File: src/rtl/core/brn_pkg.sv
// ----------------------------------------------------------------------------
// brn_pkg: shared types and constants of the bilinear resize and normalize block
// Payload structures, command codes, register indexes and fixed widths.
// ----------------------------------------------------------------------------
`default_nettype none

package brn_pkg;

    // Clamped frame dimensions go up to 4096, coordinates up to 4095.
    localparam int unsigned DIM_W    = 13;
    localparam int unsigned COORD_W  = 12;
    localparam int unsigned FRAC_W   = 16;
    localparam int unsigned STEP_W   = DIM_W + FRAC_W;
    localparam int unsigned WGT_W    = FRAC_W + 1;
    localparam int unsigned CALC_W   = 25;

    localparam logic [STEP_W-1:0] STEP_RESET = STEP_W'(65536);

    // Configuration port.
    localparam int unsigned CFG_IDX_W  = 3;
    localparam int unsigned CFG_DATA_W = 48;

    localparam logic [CFG_IDX_W-1:0] REG_SRC_WIDTH  = 3'd0;
    localparam logic [CFG_IDX_W-1:0] REG_SRC_HEIGHT = 3'd1;
    localparam logic [CFG_IDX_W-1:0] REG_DST_WIDTH  = 3'd2;
    localparam logic [CFG_IDX_W-1:0] REG_DST_HEIGHT = 3'd3;
    localparam logic [CFG_IDX_W-1:0] REG_NORM_EN    = 3'd4;
    localparam logic [CFG_IDX_W-1:0] REG_MEAN_RGB   = 3'd5;
    localparam logic [CFG_IDX_W-1:0] REG_STDDEV_RGB = 3'd6;

    localparam logic [CFG_DATA_W-1:0] STDDEV_RESET = 48'h1000_1000_1000;
    localparam logic [15:0]           SD_ONE       = 16'd4096;

    // Command codes travelling from the front end to the back end.
    localparam int unsigned OP_W = 2;
    localparam logic [OP_W-1:0] OP_WRITE = 2'd0;
    localparam logic [OP_W-1:0] OP_READ  = 2'd1;
    localparam logic [OP_W-1:0] OP_ERROR = 2'd2;

    localparam int unsigned FIFO_DEPTH = 2;
    localparam int unsigned FIFO_PTR_W = 1;
    localparam int unsigned FIFO_CNT_W = 2;

    typedef struct packed {
        logic       req_type;
        logic [9:0] pix_x;
        logic [9:0] pix_y;
        logic [7:0] red;
        logic [7:0] green;
        logic [7:0] blue;
    } in_item_t;

    typedef struct packed {
        logic signed [15:0] out_red;
        logic signed [15:0] out_green;
        logic signed [15:0] out_blue;
        logic               out_error;
    } out_item_t;

    typedef struct packed {
        logic [OP_W-1:0]    op;
        logic [COORD_W-1:0] x0;
        logic [COORD_W-1:0] x1;
        logic [COORD_W-1:0] y0;
        logic [COORD_W-1:0] y1;
        logic [FRAC_W-1:0]  fx;
        logic [FRAC_W-1:0]  fy;
        logic [23:0]        rgb;
    } cmd_t;

    typedef struct packed {
        logic        norm_enable;
        logic [47:0] mean_rgb;
        logic [47:0] stddev_rgb;
    } norm_cfg_t;

endpackage

`default_nettype wire

File: src/rtl/core/brn_fifo.sv
// ----------------------------------------------------------------------------
// brn_fifo: command queue between front end and back end
// A two-entry queue of decoded commands.
// ----------------------------------------------------------------------------
`default_nettype none

module brn_fifo (
    input  wire logic          clk,
    input  wire logic          rst_n,
    input  wire logic          push,
    input  wire brn_pkg::cmd_t push_cmd,
    output logic               full,
    input  wire logic          pop,
    output brn_pkg::cmd_t      pop_cmd,
    output logic               empty
);
    import brn_pkg::*;

    cmd_t                  entry_reg [FIFO_DEPTH];
    logic [FIFO_PTR_W-1:0] wr_ptr_reg;
    logic [FIFO_PTR_W-1:0] rd_ptr_reg;
    logic [FIFO_CNT_W-1:0] cnt_reg;
    logic                  do_push;
    logic                  do_pop;

    assign full    = (cnt_reg == FIFO_CNT_W'(FIFO_DEPTH));
    assign empty   = (cnt_reg == '0);
    assign do_push = push && !full;
    assign do_pop  = pop && !empty;
    assign pop_cmd = entry_reg[rd_ptr_reg];

    always_ff @(posedge clk)
    begin
        if (do_push)
        begin
            entry_reg[wr_ptr_reg] <= push_cmd;
        end
    end

    always_ff @(posedge clk or negedge rst_n)
    begin
        if (!rst_n)
        begin
            wr_ptr_reg <= '0;
            rd_ptr_reg <= '0;
            cnt_reg    <= '0;
        end
        else
        begin
            if (do_push)
            begin
                wr_ptr_reg <= wr_ptr_reg + 1'b1;
            end
            if (do_pop)
            begin
                rd_ptr_reg <= rd_ptr_reg + 1'b1;
            end
            if (do_push && !do_pop)
            begin
                cnt_reg <= cnt_reg + 1'b1;
            end
            else if (do_pop && !do_push)
            begin
                cnt_reg <= cnt_reg - 1'b1;
            end
        end
    end

endmodule

`default_nettype wire

File: config.mk
export PLATFORM = sky130hd
export DESIGN_NAME = brn_fifo
export DESIGN_NICKNAME = d
export VERILOG_FILES = /design/src/rtl/core/brn_pkg.sv /design/src/rtl/core/brn_fifo.sv
export SDC_FILE = /design/constraint.sdc
export NUM_CORES = 1
export LEC_CHECK = 0
export ABC_CLOCK_PERIOD_IN_PS = 12800
export BUFFER_PORTS_ARGS = -buffer_cell sky130_fd_sc_hd__buf_2
export CAP_MARGIN = 20
export CORE_ASPECT_RATIO = 1.1
export CORE_MARGIN = 5
export CORE_UTILIZATION = 30
export CTS_CLUSTER_DIAMETER = 200
export DETAILED_ROUTE_END_ITERATION = 12
export PLACE_DENSITY = 0.63
export SLEW_MARGIN = 20
export SYNTH_ARGS = -nofsm -noshare
export SYNTH_HDL_FRONTEND = slang
export SYNTH_SLANG_ARGS = --single-unit
File: constraint.sdc
create_clock -name clk -period 12.8 [get_ports clk]
set_input_delay 3.84 -clock clk [delete_from_list [all_inputs] [get_ports clk]]
set_output_delay 3.84 -clock clk [all_outputs]
set_load 0.02 [all_outputs]
After elaboration in Yosys (flattened, before gate mapping)
Memories as Yosys holds them, arrays and structs flattened.
Index checks and enable logic that the tools add are counted.
Word-level totals
  output and inout bits: 108
  memory bits (writable): 212
  memories kept: 1
  input port bits: 110
  logic and storage cells: 23
  flip-flop bits (word level): 4
Memory list
  entry_reg: depth 2, width 106, rd ports 1, clocked after Yosys merged registers in 0, wr ports 1, RTL line brn_fifo.sv:19  | cmd_t entry_reg [FIFO_DEPTH];
Cells by class
  reductions and logical operators: 10
  add/subtract/negate cells: 4
  equality and inequality tests: 1
  mux-type cells: 4
Operators by type and width (count)
  $logic_and A1 B1 Y1: 4
  $logic_not A1 Y1: 4
  $mux W2: 2
  $add A1 B1 Y1 const B: 2
  $add A2 B1 Y2 const B: 1
  $eq A2 B2 Y1 const B: 1
  $logic_not A2 Y1: 1
  $mux W1: 2
  $reduce_bool A2 Y1: 1
  $sub A2 B1 Y2 const B: 1

Depth between registers and ports, before layout
  word-level depth: 7
  depth in mapped cells: 7
  gate-level depth less buffers: 7

Worst setup path before layout
Ideal clock, no wire load.
  path kind: in2reg
  start: input port push
  end: memory entry_reg[0][0] (netlist name) (enable)
  required time: 12.228 ns
  slack: 3.889 ns
  library setup time: 0.572 ns
  path buffers: 0
  arrival time: 8.339 ns
  stages on the path: 2
  cells stage by stage: nand2_1 nor2_1
Between the ends
  word-level cells in the longest chain between the ends: 3
Ends and longest elaborated chain
  start: declaration: RTL line brn_fifo.sv:10  | input wire logic push,
  $logic_and A1 B1 Y1: RTL line brn_fifo.sv:28  | assign do_push = push && !full;
  $mux W1: RTL line brn_fifo.sv:34  | if (do_push)
  $mux W1 (not written as such): RTL line brn_fifo.sv:36  | entry_reg[wr_ptr_reg] <= push_cmd;
  end: declaration: RTL line brn_fifo.sv:19
Every way passes these cells.

==> flow_metrics.env <==
export IMPL_first_pass_iters=4
export IMPL_clockRootBuffer="clkbuf_16"
export IMPL_synth_area_leaders="edfxtp_1, mux2_2, mux2_4"
export IMPL_rrSetupSlack_ns=10.32
export IMPL_cts_tree="yes"
export IMPL_ctsHoldBuffers=0
export IMPL_grt_max_degree=56
export IMPL_die_h_um=180.8
export IMPL_ant_nets=0
export IMPL_grt_total_usage=0.1015
export IMPL_cts_buffer_depth=3
export IMPL_overflow=0
export IMPL_cts_max_level=1
export IMPL_largest_reg_flops=212
export IMPL_design_core_area_mm2=0.02614
export IMPL_io_buffers=217
export IMPL_hpwl_um=10410
export IMPL_route_detailed_drc=0
export IMPL_status="finished clean"
export IMPL_cts_buffers=23
export IMPL_fmax_mhz=148.2
export IMPL_critical_path_top_delay_family="flip-flops"
export IMPL_ir_drop_v=0.0001308
export IMPL_reg2reg_depth=3
export IMPL_final_nets=694
export IMPL_vias_per_cell=4.177
export IMPL_min_period_over_period=0.5273
export IMPL_hold_violations=0
export IMPL_crit_path_cell_trace="buf_4 -> mux2_2 -> buf_2"
export IMPL_arrival_ns=2.91
export IMPL_gp_congestion=0.6998
export IMPL_worstMarginPinSlew_ns=0.8771
export IMPL_initial_utilization=0.3045
export IMPL_yosysUniqueCellTypes=15
export IMPL_grt_pass1_vias=4347
export IMPL_drv_cap=0
export IMPL_num_vias=3972
export IMPL_clk_pin_slew_worst_paths_ns=0.06
export IMPL_worst_path_max_fanout=54
export IMPL_slowest_stage="dfrtp_4"
export IMPL_cp_end_kind="output port"
export IMPL_rsz0062_at_grt="false"
export IMPL_syn_inst=349
export IMPL_ys_ff_latch=216
export IMPL_worst_r2r_startpoint="cnt_reg[0]"
export IMPL_clock_skew_ns=0.004123
export IMPL_final_cell_mix="buf_2, edfxtp_1, mux2_2"
export IMPL_post_cts_setup_buffers=0
export IMPL_hold_slack_ns=0.5253
export IMPL_cp_slowest_stage_delay_ns=0.93
export IMPL_finalSetupTns_ns=0
export IMPL_grt_antenna_before_repair=5
export IMPL_slew_viol_final=0
export IMPL_crit_type="flop to output port"
export IMPL_worst_path_stages=3
export IMPL_cellPowerDensity_mw_per_mm2=239.4
export IMPL_num_rows=62
export IMPL_synth_top_area_frac=0.7997
export IMPL_critPathLaunchType="flop"
export IMPL_r2r_end="entry_reg[1][17]"
export IMPL_yosysTopAreaCell="edfxtp_1"
export IMPL_layout_drive_gt1_share=0.6030
export IMPL_setup_worst_path_end="pop_cmd[38]"
export IMPL_post_cts_resized=0
export IMPL_seq_area_frac_synth=0.8123
export IMPL_mappedNetlistArea_mm2=0.007960
export IMPL_setup_viol=0
export IMPL_wirelength_um=15840
export IMPL_drt_initial_drc_count=169
export IMPL_synth_fp_nets=460
export IMPL_layout_cells_most_common="buf_2"
export IMPL_grt_pass1_wl_um=23700
export IMPL_yosysWarnings=0
export IMPL_area_growth_pct=27.40
export IMPL_wl_per_cell_um=16.66
export IMPL_hold_path_class="flop to flop"
export IMPL_power_leakage_nw=3.833
export IMPL_critPathBufInv=2
export IMPL_die_area_mm2=0.02989
export IMPL_clock_latency_ns=0.49
export IMPL_die_w_um=165.3
export IMPL_pin_count=218
export IMPL_synth_area_per_cell_um2=22.81
export IMPL_fillers=2469
export IMPL_crit_start="rd_ptr_reg"
export IMPL_slew_headroom=0.4152
export IMPL_cts_sinks=216
export IMPL_min_period_ns=6.750
export IMPL_required_ns=8.96
per-layer routing:
layer | up-vias | track usage | part of all wire
met5 | - | 0 | 0.0018
met4 | 6 | 0.03333 | 0.028
met3 | 38 | 0.03715 | 0.091
met2 | 157 | 0.1678 | 0.48
met1 | 1922 | 0.1229 | 0.40
li1 | 1849 | - | -
Yosys cell counts:
cell	n
and3_1	1
buf_2	7
buf_6	5
dfrtp_1	4
edfxtp_1	212
ha_1	1
inv_1	2
mux2_2	76
mux2_4	30
nand2_1	1
nand2b_1	1
nor2_1	3
o21ai_0	1
xnor2_1	3
xor2_1	2
stage by stage:
step	utilization	area (um2)	worst slack (ns)	total power, mW	cells
2_1_floorplan	-	7960	3.889	1.614	349
3_3_place_gp	0.3612	9442	6.518	1.839	910
3_5_place_dp	0.3612	9442	6.513	1.848	910
4_1_cts	0.3877	10140	5.980	2.479	949
5_1_grt	0.3879	10140	5.904	2.557	951
6_report	0.3879	10140	6.050	2.428	951
cell families after synthesis:
| group | after synthesis | synth area share |
|---|---|---|
| flip-flops | 216 | 0.8123 |
| multiplexers | 106 | 0.1641 |
| buffers and inverters | 14 | 0.01242 |
| AND/OR/NAND/NOR | 6 | 0.003458 |
| XOR/XNOR | 5 | 0.005502 |
| AO/OA/AOI/OAI | 1 | 0.0006281 |
| adder cells (fa/ha/maj) | 1 | 0.001572 |
final cells by class:
class                           instances  area [um2]  share of cell area
Sequential cell                       216        6470              0.6380
Multi-Input combinational cell        119        1408              0.1388
Timing Repair Buffer                  221        1116              0.1101
Clock buffer                           30       601.8             0.05935
Tap cell                              352       440.4             0.04343
Clock inverter                          9       92.59            0.009130
Inverter                                2       7.507           0.0007403
Antenna cell                            2       5.005           0.0004935
worst min-delay path by stage:
stage	startpoint	end	slack, ns	cells after the start
floorplan	wr_ptr_reg	wr_ptr_reg	0.46	1
global placement	cnt_reg[1]	cnt_reg[1]	0.50	1
detailed placement	cnt_reg[1]	cnt_reg[1]	0.50	1
CTS	cnt_reg[1]	cnt_reg[1]	0.52	1
global route	cnt_reg[1]	cnt_reg[1]	0.56	1
finish	cnt_reg[1]	cnt_reg[1]	0.53	1
report_power, final:
group	leakage [nW]	switching [mW]	internal, mW	total [mW]
Sequential	2.01	0.0730	0.969	1.04
Combinational	1.48	0.450	0.316	0.766
Clock	0.343	0.250	0.369	0.619
Total	3.83	0.773	1.65	2.43
Note: power is estimated with default switching activity, not from simulation.
