$ cat src/rtl/core/brn_pkg.sv
// ----------------------------------------------------------------------------
// brn_pkg: shared types and constants of the bilinear resize and normalize block
// Payload structures, command codes, register indexes and fixed widths.
// ----------------------------------------------------------------------------
`default_nettype none

package brn_pkg;

    // Clamped frame dimensions go up to 4096, coordinates up to 4095.
    localparam int unsigned DIM_W    = 13;
    localparam int unsigned COORD_W  = 12;
    localparam int unsigned FRAC_W   = 16;
    localparam int unsigned STEP_W   = DIM_W + FRAC_W;
    localparam int unsigned WGT_W    = FRAC_W + 1;
    localparam int unsigned CALC_W   = 25;

    localparam logic [STEP_W-1:0] STEP_RESET = STEP_W'(65536);

    // Configuration port.
    localparam int unsigned CFG_IDX_W  = 3;
    localparam int unsigned CFG_DATA_W = 48;

    localparam logic [CFG_IDX_W-1:0] REG_SRC_WIDTH  = 3'd0;
    localparam logic [CFG_IDX_W-1:0] REG_SRC_HEIGHT = 3'd1;
    localparam logic [CFG_IDX_W-1:0] REG_DST_WIDTH  = 3'd2;
    localparam logic [CFG_IDX_W-1:0] REG_DST_HEIGHT = 3'd3;
    localparam logic [CFG_IDX_W-1:0] REG_NORM_EN    = 3'd4;
    localparam logic [CFG_IDX_W-1:0] REG_MEAN_RGB   = 3'd5;
    localparam logic [CFG_IDX_W-1:0] REG_STDDEV_RGB = 3'd6;

    localparam logic [CFG_DATA_W-1:0] STDDEV_RESET = 48'h1000_1000_1000;
    localparam logic [15:0]           SD_ONE       = 16'd4096;

    // Command codes travelling from the front end to the back end.
    localparam int unsigned OP_W = 2;
    localparam logic [OP_W-1:0] OP_WRITE = 2'd0;
    localparam logic [OP_W-1:0] OP_READ  = 2'd1;
    localparam logic [OP_W-1:0] OP_ERROR = 2'd2;

    localparam int unsigned FIFO_DEPTH = 2;
    localparam int unsigned FIFO_PTR_W = 1;
    localparam int unsigned FIFO_CNT_W = 2;

    typedef struct packed {
        logic       req_type;
        logic [9:0] pix_x;
        logic [9:0] pix_y;
        logic [7:0] red;
        logic [7:0] green;
        logic [7:0] blue;
    } in_item_t;

    typedef struct packed {
        logic signed [15:0] out_red;
        logic signed [15:0] out_green;
        logic signed [15:0] out_blue;
        logic               out_error;
    } out_item_t;

    typedef struct packed {
        logic [OP_W-1:0]    op;
        logic [COORD_W-1:0] x0;
        logic [COORD_W-1:0] x1;
        logic [COORD_W-1:0] y0;
        logic [COORD_W-1:0] y1;
        logic [FRAC_W-1:0]  fx;
        logic [FRAC_W-1:0]  fy;
        logic [23:0]        rgb;
    } cmd_t;

    typedef struct packed {
        logic        norm_enable;
        logic [47:0] mean_rgb;
        logic [47:0] stddev_rgb;
    } norm_cfg_t;

endpackage

`default_nettype wire

$ cat src/rtl/core/brn_if.sv
// ----------------------------------------------------------------------------
// brn_if: handshake channels of the bilinear resize and normalize block
// Pixel request channel, result channel and configuration write channel.
// ----------------------------------------------------------------------------
`default_nettype none

interface brn_in_if;
    import brn_pkg::*;
    logic     valid;
    logic     ready;
    in_item_t data;
    modport source (output valid, output data, input ready);
    modport sink   (input valid, input data, output ready);
endinterface


interface brn_cfg_if;
    import brn_pkg::*;
    logic                  valid;
    logic                  ready;
    logic [CFG_IDX_W-1:0]  index;
    logic [CFG_DATA_W-1:0] data;
    modport source (output valid, output index, output data, input ready);
    modport sink   (input valid, input index, input data, output ready);
endinterface

`default_nettype wire

$ cat src/rtl/core/brn_front.sv
// ----------------------------------------------------------------------------
// brn_front: request front end
// Holds the configuration, derives the scale steps with a serial divider,
// maps requests to source coordinates and queues commands.
// ----------------------------------------------------------------------------
`default_nettype none

module brn_front #(
    parameter int unsigned MAX_SRC_WIDTH  = 256,
    parameter int unsigned MAX_SRC_HEIGHT = 256,
    parameter int unsigned MAX_DST_DIM    = 1024
) (
    input  wire logic          clk,
    input  wire logic          rst_n,
    brn_cfg_if.sink            cfg,
    brn_in_if.sink             pix_in,
    output logic               push,
    output brn_pkg::cmd_t      push_cmd,
    input  wire logic          full,
    output brn_pkg::norm_cfg_t norm_cfg
);
    import brn_pkg::*;

    localparam logic F_IDLE = 1'b0;
    localparam logic F_PUSH = 1'b1;
    localparam int unsigned DIV_CNT_W = $clog2(STEP_W + 1);
    localparam int unsigned POS_W     = 10 + STEP_W;

    function automatic logic [DIM_W-1:0] clamp_dim(input logic [10:0] v,
                                                   input logic [DIM_W-1:0] maxv);
        logic [DIM_W-1:0] r;
        r = DIM_W'(v);
        if (v == '0)
        begin
            r = DIM_W'(1);
        end
        else if (DIM_W'(v) > maxv)
        begin
            r = maxv;
        end
        return r;
    endfunction

    logic [8:0]            src_width_reg;
    logic [8:0]            src_height_reg;
    logic [10:0]           dst_width_reg;
    logic [10:0]           dst_height_reg;
    logic                  norm_enable_reg;
    logic [47:0]           mean_rgb_reg;
    logic [47:0]           stddev_rgb_reg;

    logic [DIM_W-1:0]      sw_eff;
    logic [DIM_W-1:0]      sh_eff;
    logic [DIM_W-1:0]      dw_eff;
    logic [DIM_W-1:0]      dh_eff;

    // The step registers double as dividend and quotient shift registers.
    logic [STEP_W-1:0]     step_x_reg;
    logic [STEP_W-1:0]     step_y_reg;
    logic [DIM_W-1:0]      rem_x_reg;
    logic [DIM_W-1:0]      rem_y_reg;
    logic [DIV_CNT_W-1:0]  div_cnt_reg;
    logic                  div_start_reg;
    logic                  div_busy;
    logic [DIM_W:0]        rem_x_sh;
    logic [DIM_W:0]        rem_y_sh;
    logic                  ge_x;
    logic                  ge_y;

    logic                  st_reg;
    logic                  st_next;
    in_item_t              item_reg;
    logic [POS_W-1:0]      posx_reg;
    logic [POS_W-1:0]      posy_reg;

    logic [DIM_W-1:0]      sw_m1;
    logic [DIM_W-1:0]      sh_m1;
    logic [POS_W-17:0]     x0_raw;
    logic [POS_W-17:0]     y0_raw;
    logic [COORD_W-1:0]    x0c;
    logic [COORD_W-1:0]    y0c;
    logic [COORD_W-1:0]    x1c;
    logic [COORD_W-1:0]    y1c;
    logic                  out_of_frame;
    logic                  in_store;
    logic                  needs_push;

    assign cfg.ready = 1'b1;

    assign sw_eff = clamp_dim({2'b00, src_width_reg},  DIM_W'(MAX_SRC_WIDTH));
    assign sh_eff = clamp_dim({2'b00, src_height_reg}, DIM_W'(MAX_SRC_HEIGHT));
    assign dw_eff = clamp_dim(dst_width_reg,  DIM_W'(MAX_DST_DIM));
    assign dh_eff = clamp_dim(dst_height_reg, DIM_W'(MAX_DST_DIM));

    assign norm_cfg.norm_enable = norm_enable_reg;
    assign norm_cfg.mean_rgb    = mean_rgb_reg;
    assign norm_cfg.stddev_rgb  = stddev_rgb_reg;

    always_ff @(posedge clk or negedge rst_n)
    begin
        if (!rst_n)
        begin
            src_width_reg   <= 9'd1;
            src_height_reg  <= 9'd1;
            dst_width_reg   <= 11'd1;
            dst_height_reg  <= 11'd1;
            norm_enable_reg <= 1'b0;
            mean_rgb_reg    <= '0;
            stddev_rgb_reg  <= STDDEV_RESET;
        end
        else if (cfg.valid)
        begin
            case (cfg.index)
                REG_SRC_WIDTH:  src_width_reg   <= cfg.data[8:0];
                REG_SRC_HEIGHT: src_height_reg  <= cfg.data[8:0];
                REG_DST_WIDTH:  dst_width_reg   <= cfg.data[10:0];
                REG_DST_HEIGHT: dst_height_reg  <= cfg.data[10:0];
                REG_NORM_EN:    norm_enable_reg <= cfg.data[0];
                REG_MEAN_RGB:   mean_rgb_reg    <= cfg.data;
                REG_STDDEV_RGB: stddev_rgb_reg  <= cfg.data;
                default:        ;
            endcase
        end
    end

    // Restoring division, one quotient bit per cycle, after every register write.
    assign div_busy = div_start_reg || (div_cnt_reg != '0);
    assign rem_x_sh = {rem_x_reg, step_x_reg[STEP_W-1]};
    assign rem_y_sh = {rem_y_reg, step_y_reg[STEP_W-1]};
    assign ge_x     = (rem_x_sh >= {1'b0, dw_eff});
    assign ge_y     = (rem_y_sh >= {1'b0, dh_eff});

    always_ff @(posedge clk or negedge rst_n)
    begin
        if (!rst_n)
        begin
            div_start_reg <= 1'b0;
            div_cnt_reg   <= '0;
            step_x_reg    <= STEP_RESET;
            step_y_reg    <= STEP_RESET;
            rem_x_reg     <= '0;
            rem_y_reg     <= '0;
        end
        else
        begin
            div_start_reg <= cfg.valid;
            if (div_start_reg)
            begin
                step_x_reg  <= {sw_eff, {FRAC_W{1'b0}}};
                step_y_reg  <= {sh_eff, {FRAC_W{1'b0}}};
                rem_x_reg   <= '0;
                rem_y_reg   <= '0;
                div_cnt_reg <= DIV_CNT_W'(STEP_W);
            end
            else if (div_cnt_reg != '0)
            begin
                step_x_reg  <= {step_x_reg[STEP_W-2:0], ge_x};
                step_y_reg  <= {step_y_reg[STEP_W-2:0], ge_y};
                rem_x_reg   <= ge_x ? DIM_W'(rem_x_sh - {1'b0, dw_eff})
                                    : DIM_W'(rem_x_sh);
                rem_y_reg   <= ge_y ? DIM_W'(rem_y_sh - {1'b0, dh_eff})
                                    : DIM_W'(rem_y_sh);
                div_cnt_reg <= div_cnt_reg - 1'b1;
            end
        end
    end

    // Request capture: the position products are registered at acceptance.
    assign pix_in.ready = (st_reg == F_IDLE) && !div_busy;

    always_ff @(posedge clk)
    begin
        if (pix_in.valid && pix_in.ready)
        begin
            item_reg <= pix_in.data;
            posx_reg <= POS_W'(pix_in.data.pix_x) * POS_W'(step_x_reg);
            posy_reg <= POS_W'(pix_in.data.pix_y) * POS_W'(step_y_reg);
        end
    end

    // Classification and edge clamping.
    assign sw_m1  = sw_eff - 1'b1;
    assign sh_m1  = sh_eff - 1'b1;
    assign x0_raw = posx_reg[POS_W-1:16];
    assign y0_raw = posy_reg[POS_W-1:16];
    assign x0c    = (x0_raw > (POS_W-16)'(sw_m1)) ? sw_m1[COORD_W-1:0]
                                                  : x0_raw[COORD_W-1:0];
    assign y0c    = (y0_raw > (POS_W-16)'(sh_m1)) ? sh_m1[COORD_W-1:0]
                                                  : y0_raw[COORD_W-1:0];
    assign x1c    = (({1'b0, x0c} + 1'b1) < sw_eff) ? (x0c + 1'b1) : sw_m1[COORD_W-1:0];
    assign y1c    = (({1'b0, y0c} + 1'b1) < sh_eff) ? (y0c + 1'b1) : sh_m1[COORD_W-1:0];

    assign out_of_frame = (DIM_W'(item_reg.pix_x) >= dw_eff) ||
                          (DIM_W'(item_reg.pix_y) >= dh_eff);
    assign in_store     = (32'(item_reg.pix_x) < MAX_SRC_WIDTH) &&
                          (32'(item_reg.pix_y) < MAX_SRC_HEIGHT);
    assign needs_push   = item_reg.req_type || in_store;

    always_comb
    begin
        push_cmd     = '0;
        push_cmd.fx  = posx_reg[FRAC_W-1:0];
        push_cmd.fy  = posy_reg[FRAC_W-1:0];
        push_cmd.rgb = {item_reg.blue, item_reg.green, item_reg.red};
        if (!item_reg.req_type)
        begin
            push_cmd.op = OP_WRITE;
            push_cmd.x0 = COORD_W'(item_reg.pix_x);
            push_cmd.y0 = COORD_W'(item_reg.pix_y);
        end
        else if (out_of_frame)
        begin
            push_cmd.op = OP_ERROR;
        end
        else
        begin
            push_cmd.op = OP_READ;
            push_cmd.x0 = x0c;
            push_cmd.x1 = x1c;
            push_cmd.y0 = y0c;
            push_cmd.y1 = y1c;
        end
    end

    assign push = (st_reg == F_PUSH) && needs_push && !full;

    always_comb
    begin
        st_next = st_reg;
        case (st_reg)
            F_IDLE:
            begin
                if (pix_in.valid && pix_in.ready)
                begin
                    st_next = F_PUSH;
                end
            end
            F_PUSH:
            begin
                if (!needs_push || !full)
                begin
                    st_next = F_IDLE;
                end
            end
            default: st_next = F_IDLE;
        endcase
    end

    always_ff @(posedge clk or negedge rst_n)
    begin
        if (!rst_n)
        begin
            st_reg <= F_IDLE;
        end
        else
        begin
            st_reg <= st_next;
        end
    end

endmodule

`default_nettype wire

$ cat src/flat_wrapper.sv
// flat-port wrapper written by rule: the top's interface ports become plain ports
module brn_front_flat import brn_pkg::*;
#(
    parameter int unsigned MAX_SRC_WIDTH  = 256,
    parameter int unsigned MAX_SRC_HEIGHT = 256,
    parameter int unsigned MAX_DST_DIM    = 1024
)
  (clk, rst_n, push, push_cmd, full, norm_cfg, cfg_valid, cfg_index, cfg_data, cfg_ready, pix_in_valid, pix_in_data, pix_in_ready);
  brn_cfg_if cfg_i ();
  brn_in_if pix_in_i ();
  input  wire logic clk;
  input  wire logic rst_n;
  output logic push;
  output brn_pkg::cmd_t push_cmd;
  input  wire logic full;
  output brn_pkg::norm_cfg_t norm_cfg;
  input wire logic [$bits(cfg_i.valid)-1:0] cfg_valid;
  input wire logic [$bits(cfg_i.index)-1:0] cfg_index;
  input wire logic [$bits(cfg_i.data)-1:0] cfg_data;
  output wire logic [$bits(cfg_i.ready)-1:0] cfg_ready;
  input wire logic [$bits(pix_in_i.valid)-1:0] pix_in_valid;
  input wire logic [$bits(pix_in_i.data)-1:0] pix_in_data;
  output wire logic [$bits(pix_in_i.ready)-1:0] pix_in_ready;
  assign cfg_i.valid = cfg_valid;
  assign cfg_i.index = cfg_index;
  assign cfg_i.data = cfg_data;
  assign cfg_ready = cfg_i.ready;
  assign pix_in_i.valid = pix_in_valid;
  assign pix_in_i.data = pix_in_data;
  assign pix_in_ready = pix_in_i.ready;
  brn_front #(.MAX_SRC_WIDTH(MAX_SRC_WIDTH), .MAX_SRC_HEIGHT(MAX_SRC_HEIGHT), .MAX_DST_DIM(MAX_DST_DIM)) u_core (.clk(clk), .rst_n(rst_n), .cfg(cfg_i), .pix_in(pix_in_i), .push(push), .push_cmd(push_cmd), .full(full), .norm_cfg(norm_cfg));
endmodule
$ cat config.mk
export PLATFORM = sky130hd
export DESIGN_NAME = brn_front_flat
export DESIGN_NICKNAME = d
export VERILOG_FILES = /design/src/rtl/core/brn_pkg.sv /design/src/rtl/core/brn_if.sv /design/src/rtl/core/brn_front.sv /design/src/flat_wrapper.sv
export SDC_FILE = /design/constraint.sdc
export NUM_CORES = 2
export LEC_CHECK = 0
export BUFFER_PORTS_ARGS = -buffer_cell sky130_fd_sc_hd__buf_2
export CAP_MARGIN = 20
export CORE_ASPECT_RATIO = 1.25
export CORE_MARGIN = 8
export CORE_UTILIZATION = 57
export CTS_BUF_LIST = sky130_fd_sc_hd__clkbuf_4 sky130_fd_sc_hd__clkbuf_8
export CTS_CLUSTER_DIAMETER = 60
export DETAILED_ROUTE_END_ITERATION = 12
export MAX_ROUTING_LAYER = met4
export PLACE_DENSITY = 0.8
export SETUP_SLACK_MARGIN = 0.1
export SLEW_MARGIN = 20
export SYNTH_ARGS = -nofsm -noshare
export SYNTH_HDL_FRONTEND = slang
export SYNTH_SLANG_ARGS = --single-unit
$ cat constraint.sdc
create_clock -name clk -period 6.4 [get_ports clk]
set_input_delay 0.32 -clock clk [delete_from_list [all_inputs] [get_ports clk]]
set_output_delay 0.32 -clock clk [all_outputs]
set_load 0.01 [all_outputs]
# == Yosys cells after proc, flatten, opt, wreduce, memory -nomap -nowiden ==
# Index checks and enable logic that the tools add are counted.
# op_classes
n_addsub,9
bitwise_logic,1
n_mux,33
n_eq_ne,6
n_lt_le_gt_ge,14
n_mul,2
n_reduce_logical,26
# ops
operator,count
$mux 29,4
$mux 13,8
$mux 12,7
$mul 10x29->39,2
$mux 48,1
$gt 23x13->1,2
$mux 9,4
$ge 14x13->1,2
$add 12x1->13 const B,2
$ge 10x13->1,2
$sub 13x13->13,2
$add 12x1->12 const B,2
$gt 11x11->1 const B,2
$logic_not 11->1,2
$mux 11,2
$lt 10x9->1 const B,2
$gt 9x9->1 const B,2
$logic_not 9->1,2
$mux 14,1
$reduce_and 2->1,7
$lt 13x13->1,1
$lt 13x9->1,1
$sub 13x1->13 const B,1
$mux 5,2
other kinds (15),28
# word_totals
register_bits,351
output_inout_bits,206
in_bits,101

# == Depth between registers and ports, before layout ==
# depth
depth_word,11
ltp_mapped,35
mapped_depth_nobuf,31

# == Worst setup path before layout ==
# OpenSTA, ideal clock, no wires.
# synth_path
path_type,flip-flop to output port
startpoint,register u_core.src_height_reg[5]
endpoint,output port push_cmd[56] (netlist name)
path_stages_with_launch,32
setup_slack_ps,-668
n_path_buf,4
t_arrival_ps,6748
path_cell_list,dfrtp_1 -> nor4_2 -> a21oi_1 -> nor2_1 -> inv_1 -> ha_1 -> clkbuf_1 -> nand4_1 -> ha_1 -> a21o_1 -> a2111oi_0 -> a311oi_2 -> or2_2 -> buf_2 -> buf_1 -> a21oi_1 -> ha_1 -> nand4_1 -> or3_1 -> o21ai_0 -> nand3_1 -> a211oi_1 -> ha_1 -> nand4_1 -> a211o_1 -> a31oi_1 -> nor4b_1 -> a31oi_1 -> nor3_2 -> buf_2 -> nor2_1 -> a211oi_1
# synth_rtl
item,line,source
"start, declared",brn_front.sv:45,logic [8:0] src_height_reg;
"start signal, assigned",brn_front.sv:115,REG_SRC_HEIGHT: src_height_reg <= cfg.data[8:0];
"end, declared",flat_wrapper.sv:14,output brn_pkg::cmd_t push_cmd;

==> flow_summary.toml <==
[floorplan]
fp.dieW_um = 239
num_rows = 102
fp.dieH_um = 295
ios = 307
fp.dieArea_sq_um = 70700
core-area_sq_um = 61800
start_util_pct = 57.5

[min_path]
hp-class = "in2reg"
min_path_cells = 2
hold_path_end = "u_core.mean_rgb_reg[0]"
hp-start = "cfg_data[0]"

[power_and_ir_drop]
power_density_nw_per_um2 = 334
p_leak_uw = 0.0195
peakVddDrop_mv = 0.368
totalPowerFinal_uw = 13800

[run_status]
status = "complete, but fails checks"
violations = "setup timing"

[global_route]
overflow = 0
first_global_vias = 30368
grt_usage_pct = 29.4
grt_max_degree = 104
grt_pass1_wl_mm = 161
antenna_found_initial = 3

[clock_tree]
clk_pin_slew_worst_paths_ns = 0.06
h-tree-depth = 2
clockBufferDepth = 3
cts_tree = "built"
clock_latency_ns = 0.70
root_buffer = "clkbuf_8"
cts_buffers = 61
clkSinkCount = 351

[setup_path]
cp-startpoint = "u_core.src_height_reg[5]"
r2r-end = "u_core.posy_reg[38]"
cp-start-kind = "register"
crit_arrival_ns = 6.69
crit_fanout = 6
max_stage_delay_ns = 0.41
worstSetupEndpointType = "output pin"
worst-setup-path-type = "reg2out"
cpMostUsedCell = "buf_4"
critical-path-slowest-cell = "dfrtp_1"
r2r_setup_slack_ns = 0.34
crit-reg2reg-launch = "u_core.step_y_reg[22]"
required_ns = 6.08
r2r_cells = 19

[final_layout]
fillCellCount = 4619
final_area_sq_um = 41300
drive_gt1_share_pct = 22.1
layout.nets = 4780
post-route-util_pct = 66.9
syn_to_final_growth_pct = 16.2

[route]
finalWirelength_mm = 100
wire_per_inst_um = 20.5
drt_iter0_drc = 2033
viasPerCell = 5.84
drtPass1Iterations = 6
num_vias = 28591
antenna_left = 0
drc = 0

[sta]
skew_ns = 0.0338
drv_slew = 0
fin_crit_ns = 7.01
timing.final.ws_setup_ns = -0.612
maxSlewHeadroom_pct = 35.3
rsz0062_at_grt = "yes"
post-route-period-util_pct = 110
hold_viol_final = 0
setup_violations = 20
fmax_mhz = 143
worst_pin_slew_ns = 0.971

[place]
place.gp.congestion = 0.990
placed_cell_area_sq_um = 37900
placement.io_buffers = 301
pre_cts_ws_ns = 0.0158
hpwl_mm = 72.8

[synth]
synthArstFlopShare_pct = 65.0
synth_cell_type_count = 91
synth_edf_count = 123
synth.top_cells.by_area = "fa_1 24%, dfrtp_1 15%, edfxtp_1 10%"
seq_area_frac_synth_pct = 26.5
yosysTopAreaCell = "fa_1"
avgSynthCellArea_sq_um = 9.76
synth-main-ff-cell = "dfrtp_1"
synthCells = 3641
synth_top_area_share_pct = 24.2
ys_seq_elements = 351
yosys_warnings = 0
synth_area_sq_um = 35500

[run]
cap_violations = 0
## worst max-delay path by stage
stage / end / slack, ns
5_1_grt: push_cmd[62] / -0.88
3_5_place_dp: push_cmd[63] / 0.02
2_1_floorplan: push_cmd[56] / -0.10
4_1_cts: push_cmd[63] / -0.40
3_3_place_gp: push_cmd[63] / 0.11
6_report: push_cmd[64] / -0.61
## critical path, delay by kind of cell (launching register included)
family                     cells  cell delay [ns]
adders and majority gates      3             0.55
buffers and inverters         19             2.31
AOI/OAI and AO/OA              6             1.05
and+or+nand+nor                9             1.66
DFF                            1             0.41
## logic make-up after synthesis
group                    after synthesis  synth area share (%)
buffers and inverters                663                  7.74
AND/OR/NAND/NOR                     1160                  15.8
XOR/XNOR                              93                  2.31
AO/OA/AOI/OAI                        540                  9.93
multiplexers                         164                  5.11
other                                  2                0.0211
flip-flops                           351                  26.5
adder cells (fa/ha/maj)              668                  32.6
## layer usage
layer	wire [um]	GRT usage, %	vias up
met2	50000	49.4	1242
met4	7090	17.3	0
met1	36500	33.1	14216
li1	-	-	12668
met5	0	-	-
met3	6860	4.47	465
## timing repair
action	CTS	global route
endpoints found under the setup margin	20	34
buffers inserted	43	26
pin swaps	54	31
gates cloned	1	1
hold buffers	73	0
resized for setup	71	68
hold endpoints to repair	202	0
## cell type report
type                    instances  area, sq um  share of cell area, %
inverters                     416         1560                   3.79
clock inverters                34          454                   1.10
multi-input cells            2635        24100                   58.3
flip-flops and latches        351         9450                   22.9
well taps                     832         1040                   2.52
diodes                          3         7.51                 0.0182
clock buffers                  82         1070                   2.60
repair buffers                546         3660                   8.87
## power by group
part           total [uW]  switching, uW  internal, uW
clock                2530           1050          1480
combinational        8110           4530          3590
sequential           3140            310          2830
## cells in the final DEF (no fill, tap or decap), types with 131 or more instances in the layout
cell type / Yosys / layout
and2_1: 269 / 268
a21oi_1: 187 / 166
buf_2: 4 / 298
inv_1: 415 / 407
ha_1: 238 / 227
dfrtp_1: 219 / 192
nand2_1: 531 / 527
mux2_2: 135 / 134
nor2_1: 136 / 131
buf_4: 63 / 158
fa_1: 430 / 430
## synthesized netlist by cell type, types with 12 or more instances
master and n:
inv_1 415, clkbuf_1 165, buf_1 12, nand2_1 531
a21oi_1 187, xnor2_1 70, nor4_1 21, xor2_1 22
nand4_1 25, mux2i_1 28, dfrtp_1 219, a211oi_1 50
nor2_1 136, nor2b_1 16, nand3_1 37, nand2b_1 22
and3_1 15, o21ai_0 83, buf_4 63, and2_1 269
a31oi_1 15, mux2_2 135, a21o_1 44, ha_1 238
o21a_1 14, nor3_1 34, edfxtp_1 123, o31ai_1 12
o21bai_1 22, fa_1 430
## through the flow
stage	TNS, ns	std cells	hold WS [ns]
floorplan	-0.533	3648	0.0244
global placement	0	4635	0.297
detailed placement	0	4635	0.300
CTS	-3.52	4868	0.00421
global route	-11.27	4899	0.0341
finish	-6.22	4899	0.0681
Power figures use the tool's default switching activity.
